`src/hdl/pkca_pkg.sv`:
```
// Shared types, codes and defaults for the per-key connection admission core.
// No dependencies; imported by every module under hdl/.
package pkca_pkg;

    localparam int KEY_COUNT_DEFAULT         = 64;
    localparam int KEY_COUNT_WIDTH_DEFAULT   = 12;
    localparam int TOTAL_COUNT_WIDTH_DEFAULT = 16;

    localparam logic [15:0] TOTAL_LIMIT_RESET   = 16'd1000;
    localparam logic [11:0] PER_KEY_LIMIT_RESET = 12'd100;

    // word select (paddr[2]) of the configuration registers
    localparam logic REG_TOTAL_LIMIT   = 1'b0;
    localparam logic REG_PER_KEY_LIMIT = 1'b1;

    typedef enum logic [1:0] {
        OP_TRY    = 2'd0,
        OP_FINISH = 2'd1,
        OP_ADD    = 2'd2,
        OP_REMOVE = 2'd3
    } op_t;

    typedef enum logic [1:0] {
        ERR_NONE  = 2'd0,
        ERR_UNDER = 2'd1,
        ERR_SAT   = 2'd2
    } err_t;

    typedef enum logic [1:0] {
        ST_CLEAR,
        ST_IDLE,
        ST_EXEC
    } back_state_t;

    // classified command as it sits in the queue
    typedef struct packed {
        op_t         op;
        logic [5:0]  key;
        logic        in_range;
        logic        pre_ok;      // client under limit and not throttled
        logic [15:0] queued;
    } item_t;

    typedef struct packed {
        logic full;
        logic empty;
    } q_status_t;

    typedef struct packed {
        logic [15:0] total_limit;
        logic [11:0] per_key_limit;
    } cfg_t;

endpackage

```
`src/hdl/pkca_front.sv`:
```
// Front end: command acceptance and classification into a queue item.
// Depends on pkca_pkg.
module pkca_front
    import pkca_pkg::*;
#(
    parameter int KEY_COUNT = KEY_COUNT_DEFAULT
)
(
    input  logic        start,
    output logic        busy,
    input  logic [1:0]  opcode,
    input  logic [5:0]  key_index,
    input  logic [15:0] queued_requests,
    input  logic [15:0] client_connections,
    input  logic [15:0] client_limit,
    input  logic        throttle_denied,
    input  logic        clearing,
    input  q_status_t   q_status,
    output logic        push,
    output item_t       item
);

    assign busy = clearing || q_status.full;
    assign push = start && !busy;

    always_comb
    begin
        item.op       = op_t'(opcode);
        item.key      = key_index;
        item.in_range = (32'(key_index) < 32'(KEY_COUNT));
        item.pre_ok   = (client_connections < client_limit) && !throttle_denied;
        item.queued   = queued_requests;
    end

endmodule

```
`src/hdl/pkca_queue.sv`:
```
// Two-entry queue between front and back ends.
// Depends on pkca_pkg (item_t, q_status_t).
module pkca_queue
    import pkca_pkg::*;
(
    input  logic      clk,
    input  logic      rst_n,
    input  logic      push,
    input  item_t     din,
    input  logic      pop,
    output item_t     dout,
    output q_status_t status
);

    item_t      entry_reg [2];
    logic       wr_ptr_reg;
    logic       wr_ptr_next;
    logic       rd_ptr_reg;
    logic       rd_ptr_next;
    logic [1:0] count_reg;
    logic [1:0] count_next;
    logic       do_push;
    logic       do_pop;

    assign status.full  = (count_reg == 2'd2);
    assign status.empty = (count_reg == 2'd0);
    assign do_push      = push && !status.full;
    assign do_pop       = pop && !status.empty;
    assign dout         = entry_reg[rd_ptr_reg];

    always_comb
    begin
        wr_ptr_next = wr_ptr_reg ^ do_push;
        rd_ptr_next = rd_ptr_reg ^ do_pop;
        count_next  = count_reg;
        if (do_push && !do_pop)
        begin
            count_next = count_reg + 2'd1;
        end
        else if (do_pop && !do_push)
        begin
            count_next = count_reg - 2'd1;
        end
    end

    always_ff @(posedge clk or negedge rst_n)
    begin
        if (!rst_n)
        begin
            wr_ptr_reg <= 1'b0;
            rd_ptr_reg <= 1'b0;
            count_reg  <= 2'd0;
        end
        else
        begin
            wr_ptr_reg <= wr_ptr_next;
            rd_ptr_reg <= rd_ptr_next;
            count_reg  <= count_next;
        end
    end

    always_ff @(posedge clk)
    begin
        if (do_push)
        begin
            entry_reg[wr_ptr_reg] <= din;
        end
    end

endmodule

```
`src/hdl/pkca_back.sv`:
```
// Back end: per-key counter memory, global totals, read-modify-write sequencer.
// Depends on pkca_pkg.
module pkca_back
    import pkca_pkg::*;
#(
    parameter int KEY_COUNT         = KEY_COUNT_DEFAULT,
    parameter int KEY_COUNT_WIDTH   = KEY_COUNT_WIDTH_DEFAULT,
    parameter int TOTAL_COUNT_WIDTH = TOTAL_COUNT_WIDTH_DEFAULT
)
(
    input  logic        clk,
    input  logic        rst_n,
    input  cfg_t        cfg,
    input  q_status_t   q_status,
    input  item_t       q_item,
    output logic        pop,
    output logic        clearing,
    output logic        done,
    output logic        granted,
    output logic [11:0] key_open_count,
    output logic [11:0] key_pending_count,
    output logic [15:0] all_open_count,
    output logic [15:0] all_pending_count,
    output logic [1:0]  error_code
);

    localparam int KW   = (KEY_COUNT > 1) ? $clog2(KEY_COUNT) : 1;
    localparam int KCW  = KEY_COUNT_WIDTH;
    localparam int TCW  = TOTAL_COUNT_WIDTH;
    localparam int RW   = 2 * KCW;
    localparam int PKW  = (KCW + 1 > 12) ? KCW + 1 : 12;
    localparam int TSW  = (TCW + 1 > 16) ? TCW + 1 : 16;
    localparam int QW   = (KCW > 16) ? KCW : 16;
    localparam logic [KCW-1:0] KEY_MAX   = {KCW{1'b1}};
    localparam logic [TCW-1:0] TOTAL_MAX = {TCW{1'b1}};
    localparam logic [KW-1:0]  LAST_KEY  = KW'(KEY_COUNT - 1);

    // row layout: {open, pending}
    logic [RW-1:0]  mem [KEY_COUNT];
    logic [RW-1:0]  rd_data_reg;
    logic           rd_en;
    logic [KW-1:0]  rd_addr;
    logic           mem_we;
    logic [KW-1:0]  mem_waddr;
    logic [RW-1:0]  mem_wdata;

    back_state_t    state_reg;
    back_state_t    state_next;
    logic [KW-1:0]  clr_idx_reg;
    logic [KW-1:0]  clr_idx_next;
    item_t          item_reg;
    item_t          item_next;
    logic [TCW-1:0] open_total_reg;
    logic [TCW-1:0] open_total_next;
    logic [TCW-1:0] pending_total_reg;
    logic [TCW-1:0] pending_total_next;

    logic           done_reg;
    logic           done_next;
    logic           granted_reg;
    logic           granted_next;
    logic [11:0]    kopen_reg;
    logic [11:0]    kopen_next;
    logic [11:0]    kpend_reg;
    logic [11:0]    kpend_next;
    err_t           err_reg;
    err_t           err_next;

    assign clearing          = (state_reg == ST_CLEAR);
    assign done              = done_reg;
    assign granted           = granted_reg;
    assign key_open_count    = kopen_reg;
    assign key_pending_count = kpend_reg;
    assign all_open_count    = 16'(open_total_reg);
    assign all_pending_count = 16'(pending_total_reg);
    assign error_code        = err_reg;

    always_comb
    begin
        logic [KCW-1:0] po;
        logic [KCW-1:0] pp;
        logic [KCW-1:0] po_n;
        logic [KCW-1:0] pp_n;
        logic [TCW-1:0] ot_n;
        logic [TCW-1:0] pt_n;
        logic [KCW:0]   ksum;
        logic [TCW:0]   tsum;
        logic           ok;
        err_t           err;

        po   = rd_data_reg[RW-1:KCW];
        pp   = rd_data_reg[KCW-1:0];
        po_n = po;
        pp_n = pp;
        ot_n = open_total_reg;
        pt_n = pending_total_reg;
        ksum = {1'b0, po} + {1'b0, pp};
        tsum = {1'b0, open_total_reg} + {1'b0, pending_total_reg};
        ok   = 1'b0;
        err  = ERR_NONE;

        state_next         = state_reg;
        clr_idx_next       = clr_idx_reg;
        item_next          = item_reg;
        open_total_next    = open_total_reg;
        pending_total_next = pending_total_reg;
        pop                = 1'b0;
        rd_en              = 1'b0;
        rd_addr            = KW'(q_item.key);
        mem_we             = 1'b0;
        mem_waddr          = KW'(item_reg.key);
        mem_wdata          = {po_n, pp_n};
        done_next          = 1'b0;
        granted_next       = granted_reg;
        kopen_next         = kopen_reg;
        kpend_next         = kpend_reg;
        err_next           = err_reg;

        unique case (state_reg)
            ST_CLEAR:
            begin
                mem_we       = 1'b1;
                mem_waddr    = clr_idx_reg;
                mem_wdata    = '0;
                clr_idx_next = clr_idx_reg + KW'(1);
                if (clr_idx_reg == LAST_KEY)
                begin
                    state_next = ST_IDLE;
                end
            end
            ST_IDLE:
            begin
                if (!q_status.empty)
                begin
                    pop        = 1'b1;
                    rd_en      = 1'b1;
                    item_next  = q_item;
                    state_next = ST_EXEC;
                end
            end
            ST_EXEC:
            begin
                case (item_reg.op)
                    OP_TRY:
                    begin
                        ok = item_reg.pre_ok
                             && (TSW'(tsum) < TSW'(cfg.total_limit))
                             && (PKW'(ksum) < PKW'(cfg.per_key_limit))
                             && (QW'(pp) < QW'(item_reg.queued));
                        if (ok)
                        begin
                            if (pp == KEY_MAX) err = ERR_SAT;
                            else               pp_n = pp + KCW'(1);
                            if (pending_total_reg == TOTAL_MAX) err = ERR_SAT;
                            else pt_n = pending_total_reg + TCW'(1);
                        end
                    end
                    OP_FINISH:
                    begin
                        if (pp == '0) err = ERR_UNDER;
                        else          pp_n = pp - KCW'(1);
                        if (pending_total_reg == '0) err = ERR_UNDER;
                        else pt_n = pending_total_reg - TCW'(1);
                    end
                    OP_ADD:
                    begin
                        if (po == KEY_MAX) err = ERR_SAT;
                        else               po_n = po + KCW'(1);
                        if (open_total_reg == TOTAL_MAX) err = ERR_SAT;
                        else ot_n = open_total_reg + TCW'(1);
                    end
                    default:
                    begin
                        if (po == '0) err = ERR_UNDER;
                        else          po_n = po - KCW'(1);
                        if (open_total_reg == '0) err = ERR_UNDER;
                        else ot_n = open_total_reg - TCW'(1);
                    end
                endcase

                mem_wdata = {po_n, pp_n};
                done_next = 1'b1;
                if (item_reg.in_range)
                begin
                    mem_we             = 1'b1;
                    open_total_next    = ot_n;
                    pending_total_next = pt_n;
                    granted_next       = ok;
                    kopen_next         = 12'(po_n);
                    kpend_next         = 12'(pp_n);
                    err_next           = err;
                end
                else
                begin
                    granted_next = 1'b0;
                    kopen_next   = '0;
                    kpend_next   = '0;
                    err_next     = ERR_NONE;
                end
                state_next = ST_IDLE;
            end
            default:
            begin
                state_next = ST_IDLE;
            end
        endcase
    end

    always_ff @(posedge clk or negedge rst_n)
    begin
        if (!rst_n)
        begin
            state_reg         <= ST_CLEAR;
            clr_idx_reg       <= '0;
            open_total_reg    <= '0;
            pending_total_reg <= '0;
            done_reg          <= 1'b0;
        end
        else
        begin
            state_reg         <= state_next;
            clr_idx_reg       <= clr_idx_next;
            open_total_reg    <= open_total_next;
            pending_total_reg <= pending_total_next;
            done_reg          <= done_next;
        end
    end

    always_ff @(posedge clk)
    begin
        item_reg    <= item_next;
        granted_reg <= granted_next;
        kopen_reg   <= kopen_next;
        kpend_reg   <= kpend_next;
        err_reg     <= err_next;
    end

    always_ff @(posedge clk)
    begin
        if (mem_we)
        begin
            mem[mem_waddr] <= mem_wdata;
        end
        if (rd_en)
        begin
            rd_data_reg <= mem[rd_addr];
        end
    end

endmodule

```
`src/hdl/per_key_connection_admission_core.sv`:
```
// Top level of the per-key connection admission core: APB registers and wiring.
// Depends on pkca_pkg, pkca_front, pkca_queue, pkca_back.
//
// Usage:
//   Command channel: drive opcode, key_index and the try fields, raise start;
//   the command transfers at a clock edge with start high and busy low.
//   Result channel: done pulses for one cycle with granted, the key's open and
//   pending counts, the global totals and error_code. The receiver cannot
//   stall, so every result must be taken in the cycle it is shown.
//   The back end takes one command at a time, set by the read-modify-write
//   of the per-key counter memory (registered read, then update/write).
//   A two-entry queue lets the front end take commands while the back end
//   works; busy rises when that queue is full and during the clearing pass.
//   Reset: totals clear at once, then a clearing pass writes zero into every
//   key row, one per cycle; busy is high during the pass.
//   Configuration: APB, total_limit at 0x0 and per_key_limit at 0x4 (decoded
//   by paddr[2]); write only while no command is in flight.
module per_key_connection_admission_core
    import pkca_pkg::*;
#(
    parameter int KEY_COUNT         = KEY_COUNT_DEFAULT,
    parameter int KEY_COUNT_WIDTH   = KEY_COUNT_WIDTH_DEFAULT,
    parameter int TOTAL_COUNT_WIDTH = TOTAL_COUNT_WIDTH_DEFAULT
)
(
    input  logic        clk,
    input  logic        rst_n,
    // APB configuration port
    input  logic        psel,
    input  logic        penable,
    input  logic        pwrite,
    input  logic [2:0]  paddr,
    input  logic [31:0] pwdata,
    output logic [31:0] prdata,
    output logic        pready,
    // command channel
    input  logic        start,
    output logic        busy,
    input  logic [1:0]  opcode,
    input  logic [5:0]  key_index,
    input  logic [15:0] queued_requests,
    input  logic [15:0] client_connections,
    input  logic [15:0] client_limit,
    input  logic        throttle_denied,
    // result channel
    output logic        done,
    output logic        granted,
    output logic [11:0] key_open_count,
    output logic [11:0] key_pending_count,
    output logic [15:0] all_open_count,
    output logic [15:0] all_pending_count,
    output logic [1:0]  error_code
);

    cfg_t      cfg_reg;
    cfg_t      cfg_next;
    logic      cfg_wr;
    logic      clearing;
    logic      push;
    logic      pop;
    item_t     front_item;
    item_t     q_item;
    q_status_t q_status;

    // ---------------- configuration registers ----------------
    assign pready = 1'b1;
    assign cfg_wr = psel && penable && pwrite && pready;

    always_comb
    begin
        cfg_next = cfg_reg;
        if (cfg_wr)
        begin
            unique case (paddr[2])
                REG_TOTAL_LIMIT:   cfg_next.total_limit   = pwdata[15:0];
                REG_PER_KEY_LIMIT: cfg_next.per_key_limit = pwdata[11:0];
                default:           cfg_next = cfg_reg;
            endcase
        end
    end

    always_comb
    begin
        unique case (paddr[2])
            REG_TOTAL_LIMIT:   prdata = {16'd0, cfg_reg.total_limit};
            REG_PER_KEY_LIMIT: prdata = {20'd0, cfg_reg.per_key_limit};
            default:           prdata = '0;
        endcase
    end

    always_ff @(posedge clk or negedge rst_n)
    begin
        if (!rst_n)
        begin
            cfg_reg.total_limit   <= TOTAL_LIMIT_RESET;
            cfg_reg.per_key_limit <= PER_KEY_LIMIT_RESET;
        end
        else
        begin
            cfg_reg <= cfg_next;
        end
    end

    // ---------------- front end: accept and classify ----------------
    pkca_front #(
        .KEY_COUNT (KEY_COUNT)
    ) u_front (
        .start              (start),
        .busy               (busy),
        .opcode             (opcode),
        .key_index          (key_index),
        .queued_requests    (queued_requests),
        .client_connections (client_connections),
        .client_limit       (client_limit),
        .throttle_denied    (throttle_denied),
        .clearing           (clearing),
        .q_status           (q_status),
        .push               (push),
        .item               (front_item)
    );

    // ---------------- command queue ----------------
    pkca_queue u_queue (
        .clk    (clk),
        .rst_n  (rst_n),
        .push   (push),
        .din    (front_item),
        .pop    (pop),
        .dout   (q_item),
        .status (q_status)
    );

    // ---------------- back end: counter update ----------------
    pkca_back #(
        .KEY_COUNT         (KEY_COUNT),
        .KEY_COUNT_WIDTH   (KEY_COUNT_WIDTH),
        .TOTAL_COUNT_WIDTH (TOTAL_COUNT_WIDTH)
    ) u_back (
        .clk               (clk),
        .rst_n             (rst_n),
        .cfg               (cfg_reg),
        .q_status          (q_status),
        .q_item            (q_item),
        .pop               (pop),
        .clearing          (clearing),
        .done              (done),
        .granted           (granted),
        .key_open_count    (key_open_count),
        .key_pending_count (key_pending_count),
        .all_open_count    (all_open_count),
        .all_pending_count (all_pending_count),
        .error_code        (error_code)
    );

endmodule

```
`config.mk`:
```
export PLATFORM = sky130hd
export DESIGN_NAME = per_key_connection_admission_core
export DESIGN_NICKNAME = d
export VERILOG_FILES = /design/src/hdl/pkca_pkg.sv /design/src/hdl/pkca_front.sv /design/src/hdl/pkca_queue.sv /design/src/hdl/pkca_back.sv /design/src/hdl/per_key_connection_admission_core.sv
export SDC_FILE = /design/constraint.sdc
export NUM_CORES = 2
export LEC_CHECK = 0
export ABC_AREA = 1
export BUFFER_PORTS_ARGS = -buffer_cell sky130_fd_sc_hd__buf_4
export CAP_MARGIN = 10
export CORE_MARGIN = 8
export CORE_UTILIZATION = 55
export CTS_BUF_LIST = sky130_fd_sc_hd__clkbuf_4
export CTS_CLUSTER_DIAMETER = 100
export DETAILED_ROUTE_END_ITERATION = 10
export MAX_ROUTING_LAYER = met4
export PLACE_DENSITY = 0.81
export SKIP_CTS_REPAIR_TIMING = 1
export SYNTH_ARGS = -nofsm -noshare
export SYNTH_HDL_FRONTEND = slang
export SYNTH_SLANG_ARGS = --single-unit
```
`constraint.sdc`:
```
create_clock -name clk -period 5.8 [get_ports clk]
set_input_delay 0.29 -clock clk [delete_from_list [all_inputs] [get_ports clk]]
set_output_delay 0.29 -clock clk [all_outputs]
set_load 0.01 [all_outputs]
```
==> impl_results.md <==
* Outcome: finished, violations left
* Failing checks: DRC
* Routed WL at 201.3 mm
* Drc violations at 1
* Hpwl dp at 108.4 mm
* Worst slew pin tran at 1.365 ns
* Share of the synthesized area in the top cell type at 68.15%
* Max reg flops at 1536
* CP top delay family: simple AND/OR/NAND/NOR gates
* Worst-Skew Late Latency at 1.33 ns
* Synth cell types at 53
* Post-synth EDFFs at 1662
* Slew Limit Fails at 0
* Area of the multi-input gates at 18970 µm²
* Unrepaired setup endpoints after global routing: false
* Max cap viols at 0
* Cells after synthesis at 5805
* TritonCTS clock tree: done
* Hold Crit Class: input port to async pin
* Fillers at 9447
* Worst slew margin at 8.999%
* Critical path class: register to register
* Static Leak at 25.10 nW
* Slowest-stage cell, CP: nand2_2
* Area leader, netlist: edfxtp_1
* Fin Clk Skew at 0.09960 ns
* Reg area at 51750 µm²
* Initial Util at 55.15%
* Switching Fraction at 20.85%
* Die height at 380.9 µm
* Seq cells post-synth at 1735
* Crit share post-route at 89.11%
* Fin nets at 6475
* Share of cells above drive strength 1 at 15.91%
* Pint at 0.01862 W
* Final setup fails at 0
* Crit-path max FO at 37
* Buffers on Ports at 156
* Post-route antenna net violation count at 0
* Die W at 380.9 µm
* Final hold vios at 0
* Required @ worst endpoint at 6.95 ns
* GPL Wtd Cong at 0.9602
* WP buf/inv at 3
* Arr. time, crit path at 6.32 ns
* Max Freq at 0.1935 GHz
* Ys flop type: edfxtp_1
* Final worst slack at 0.6314 ns
* Full die area at 145100 µm²
* Final Cell Area at 82470 µm²
* Area Growth Syn to Fin at 12.61%
* First-pass GRT wire length at 291.7 mm
* Setup TNS at 0 ns
* H-Tree Depth at 5
* Pre-CTS WS at 0.6972 ns
* Clk root buf: clkbuf_4
* Mapped Area at 73240 µm²
* GRT Residual Overflow at 0
* Clk network pwr share at 40.8%
* Sequential share of the synthesized area at 70.66%
* CTS Buffer Depth at 4
* Boundary Pins at 192
* Worst path max stage delay at 0.65 ns
* CTS buffer count at 413
* All-layer global routing usage at 26.74%
* R2R Setup Slk at 0.63 ns
* Warnings from Yosys at 0
* Syn avg cell area at 12.62 µm²
* Vias per Instance at 6.259
* Placeable Area at 132800 µm²
* Pwr/cell area at 285.2 nW/µm²
* Most used cell, CP: nand2_1
* Worst ir drop on vdd at 172.1 µV
* Final min period at 5.169 ns
* TritonCTS Sinks at 1735
* Sw power at 0.004904 W
* Via total after detailed routing at 52100
* Comb pwr share at 1.4%
* Clk slew on worst S/H paths at 0.07 ns
* Number of global-route vias before repair at 50130
* Post-synth ARST share at 4.207%
* First-pass iteration count of the detailed router at 11
* Post-layout util at 62.11%
* Initial antenna violation count at 7
* Rows at 134
* Area of placed instances at 76450 µm²
* Largest net degree at the start of global routing at 187
* Worst setup EP type: register
* Drt wl/cell at 24.18 µm
* Reg power frac at 57.8%
* Worst setup SP type: register
* Synth area leaders: edfxtp_1 (68%), nor2_1 (4.7%), o21ai_0 (4.6%)
* Initial drt markers at 7817
-- kinds of logic after synthesis --
group / share of synthesized area, %
other: 0.01025
AOI/OAI and AO/OA: 13.27
xor gates and xnor gates: 0.9328
and+or+nand+nor: 8.954
DFF: 70.66
buffers and inverters: 4.047
adders and majority gates: 2.125
-- layout make-up --
type	count	share of cell area, %
diodes	8	0.02427
clock buffers	594	5.407
clock inverters	114	0.7009
inverters	249	1.164
multi-input cells	3456	23.01
flip-flops and latches	1735	62.75
well taps	1768	2.682
repair buffers	400	4.269
-- worst min-delay path: cells and delay by family --
family / cells / cell delay, ns
buf+inv: 3 / 1.29
-- synthesized netlist by cell type (7+ instances only) --
master	number
xnor2_1	23
o21ai_1	219
buf_6	43
o22ai_1	203
nor4_1	12
nand3_1	224
ha_1	118
dfstp_2	9
a31oi_1	7
clkbuf_1	170
buf_2	130
xor2_1	55
dfrtp_1	64
nand4_1	32
nor3_1	31
a21oi_1	96
nand2_1	373
inv_2	8
o221ai_1	192
o21ai_0	675
nor2_1	920
o211ai_1	197
inv_1	240
edfxtp_1	1662
buf_4	31
-- power groups by stage --
stage	Combinational, W	Sequential, W	Clock, W
finish	0.000336	0.0136	0.00960
global route	0.000372	0.0136	0.0103
CTS	0.000271	0.0136	0.00966
detailed placement	0.000269	0.0139	0
global placement	0.000260	0.0139	0
floorplan	0.000147	0.0138	0
-- path summary, 6_finish.rpt --
check                                                     startpoint                                   end  cells past startpoint
worst max-delay path            u_back.all_open_count[4]$_DFFE_PN0P_           u_back.mem[48][2]$_DFFE_PP_                     27
worst min-delay path                                           rst_n                cfg_reg[2]$_DFFE_PN1P_                      3
worst max register to register  u_back.all_open_count[4]$_DFFE_PN0P_           u_back.mem[48][2]$_DFFE_PP_                     27
worst min register to register               cfg_reg[13]$_DFFE_PN0P_               cfg_reg[13]$_DFFE_PN0P_                      2
max in group asynchronous                                      rst_n  u_back.all_open_count[9]$_DFFE_PN0P_                      4
min in group clk                                                psel               cfg_reg[17]$_DFFE_PN1P_                      5
-- placed cells by master (no fill, tap or decap), types with 197 or more instances in the layout --
cell | synthesis | final
nand2_1 | 373 | 361
o211ai_1 | 197 | 197
nand3_1 | 224 | 224
clkbuf_4 | 0 | 594
edfxtp_1 | 1662 | 1662
o21ai_1 | 219 | 218
inv_1 | 240 | 238
o21ai_0 | 675 | 670
buf_4 | 31 | 287
nor2_1 | 920 | 855
-- per-layer routing --
metal | global-route usage [%] | vias to the layer above | share of wire, %
li1 | - | 22770 | -
met1 | 32.74 | 24790 | 35
met2 | 41.31 | 3876 | 47
met3 | 7.061 | 666 | 13
met4 | 13.46 | 0 | 5.2
met5 | - | - | 0
-- per-stage QoR --
step | instances | hold slack [ns] | power [W]
floorplan | 5820 | -0.005591 | 0.01400
global placement | 7515 | 0.4704 | 0.01412
detailed placement | 7515 | 0.4765 | 0.01413
CTS | 8223 | -0.9229 | 0.02351
global route | 8324 | 0.1013 | 0.02426
finish | 8324 | 0.1446 | 0.02352
(Power assumes the default switching activity.)
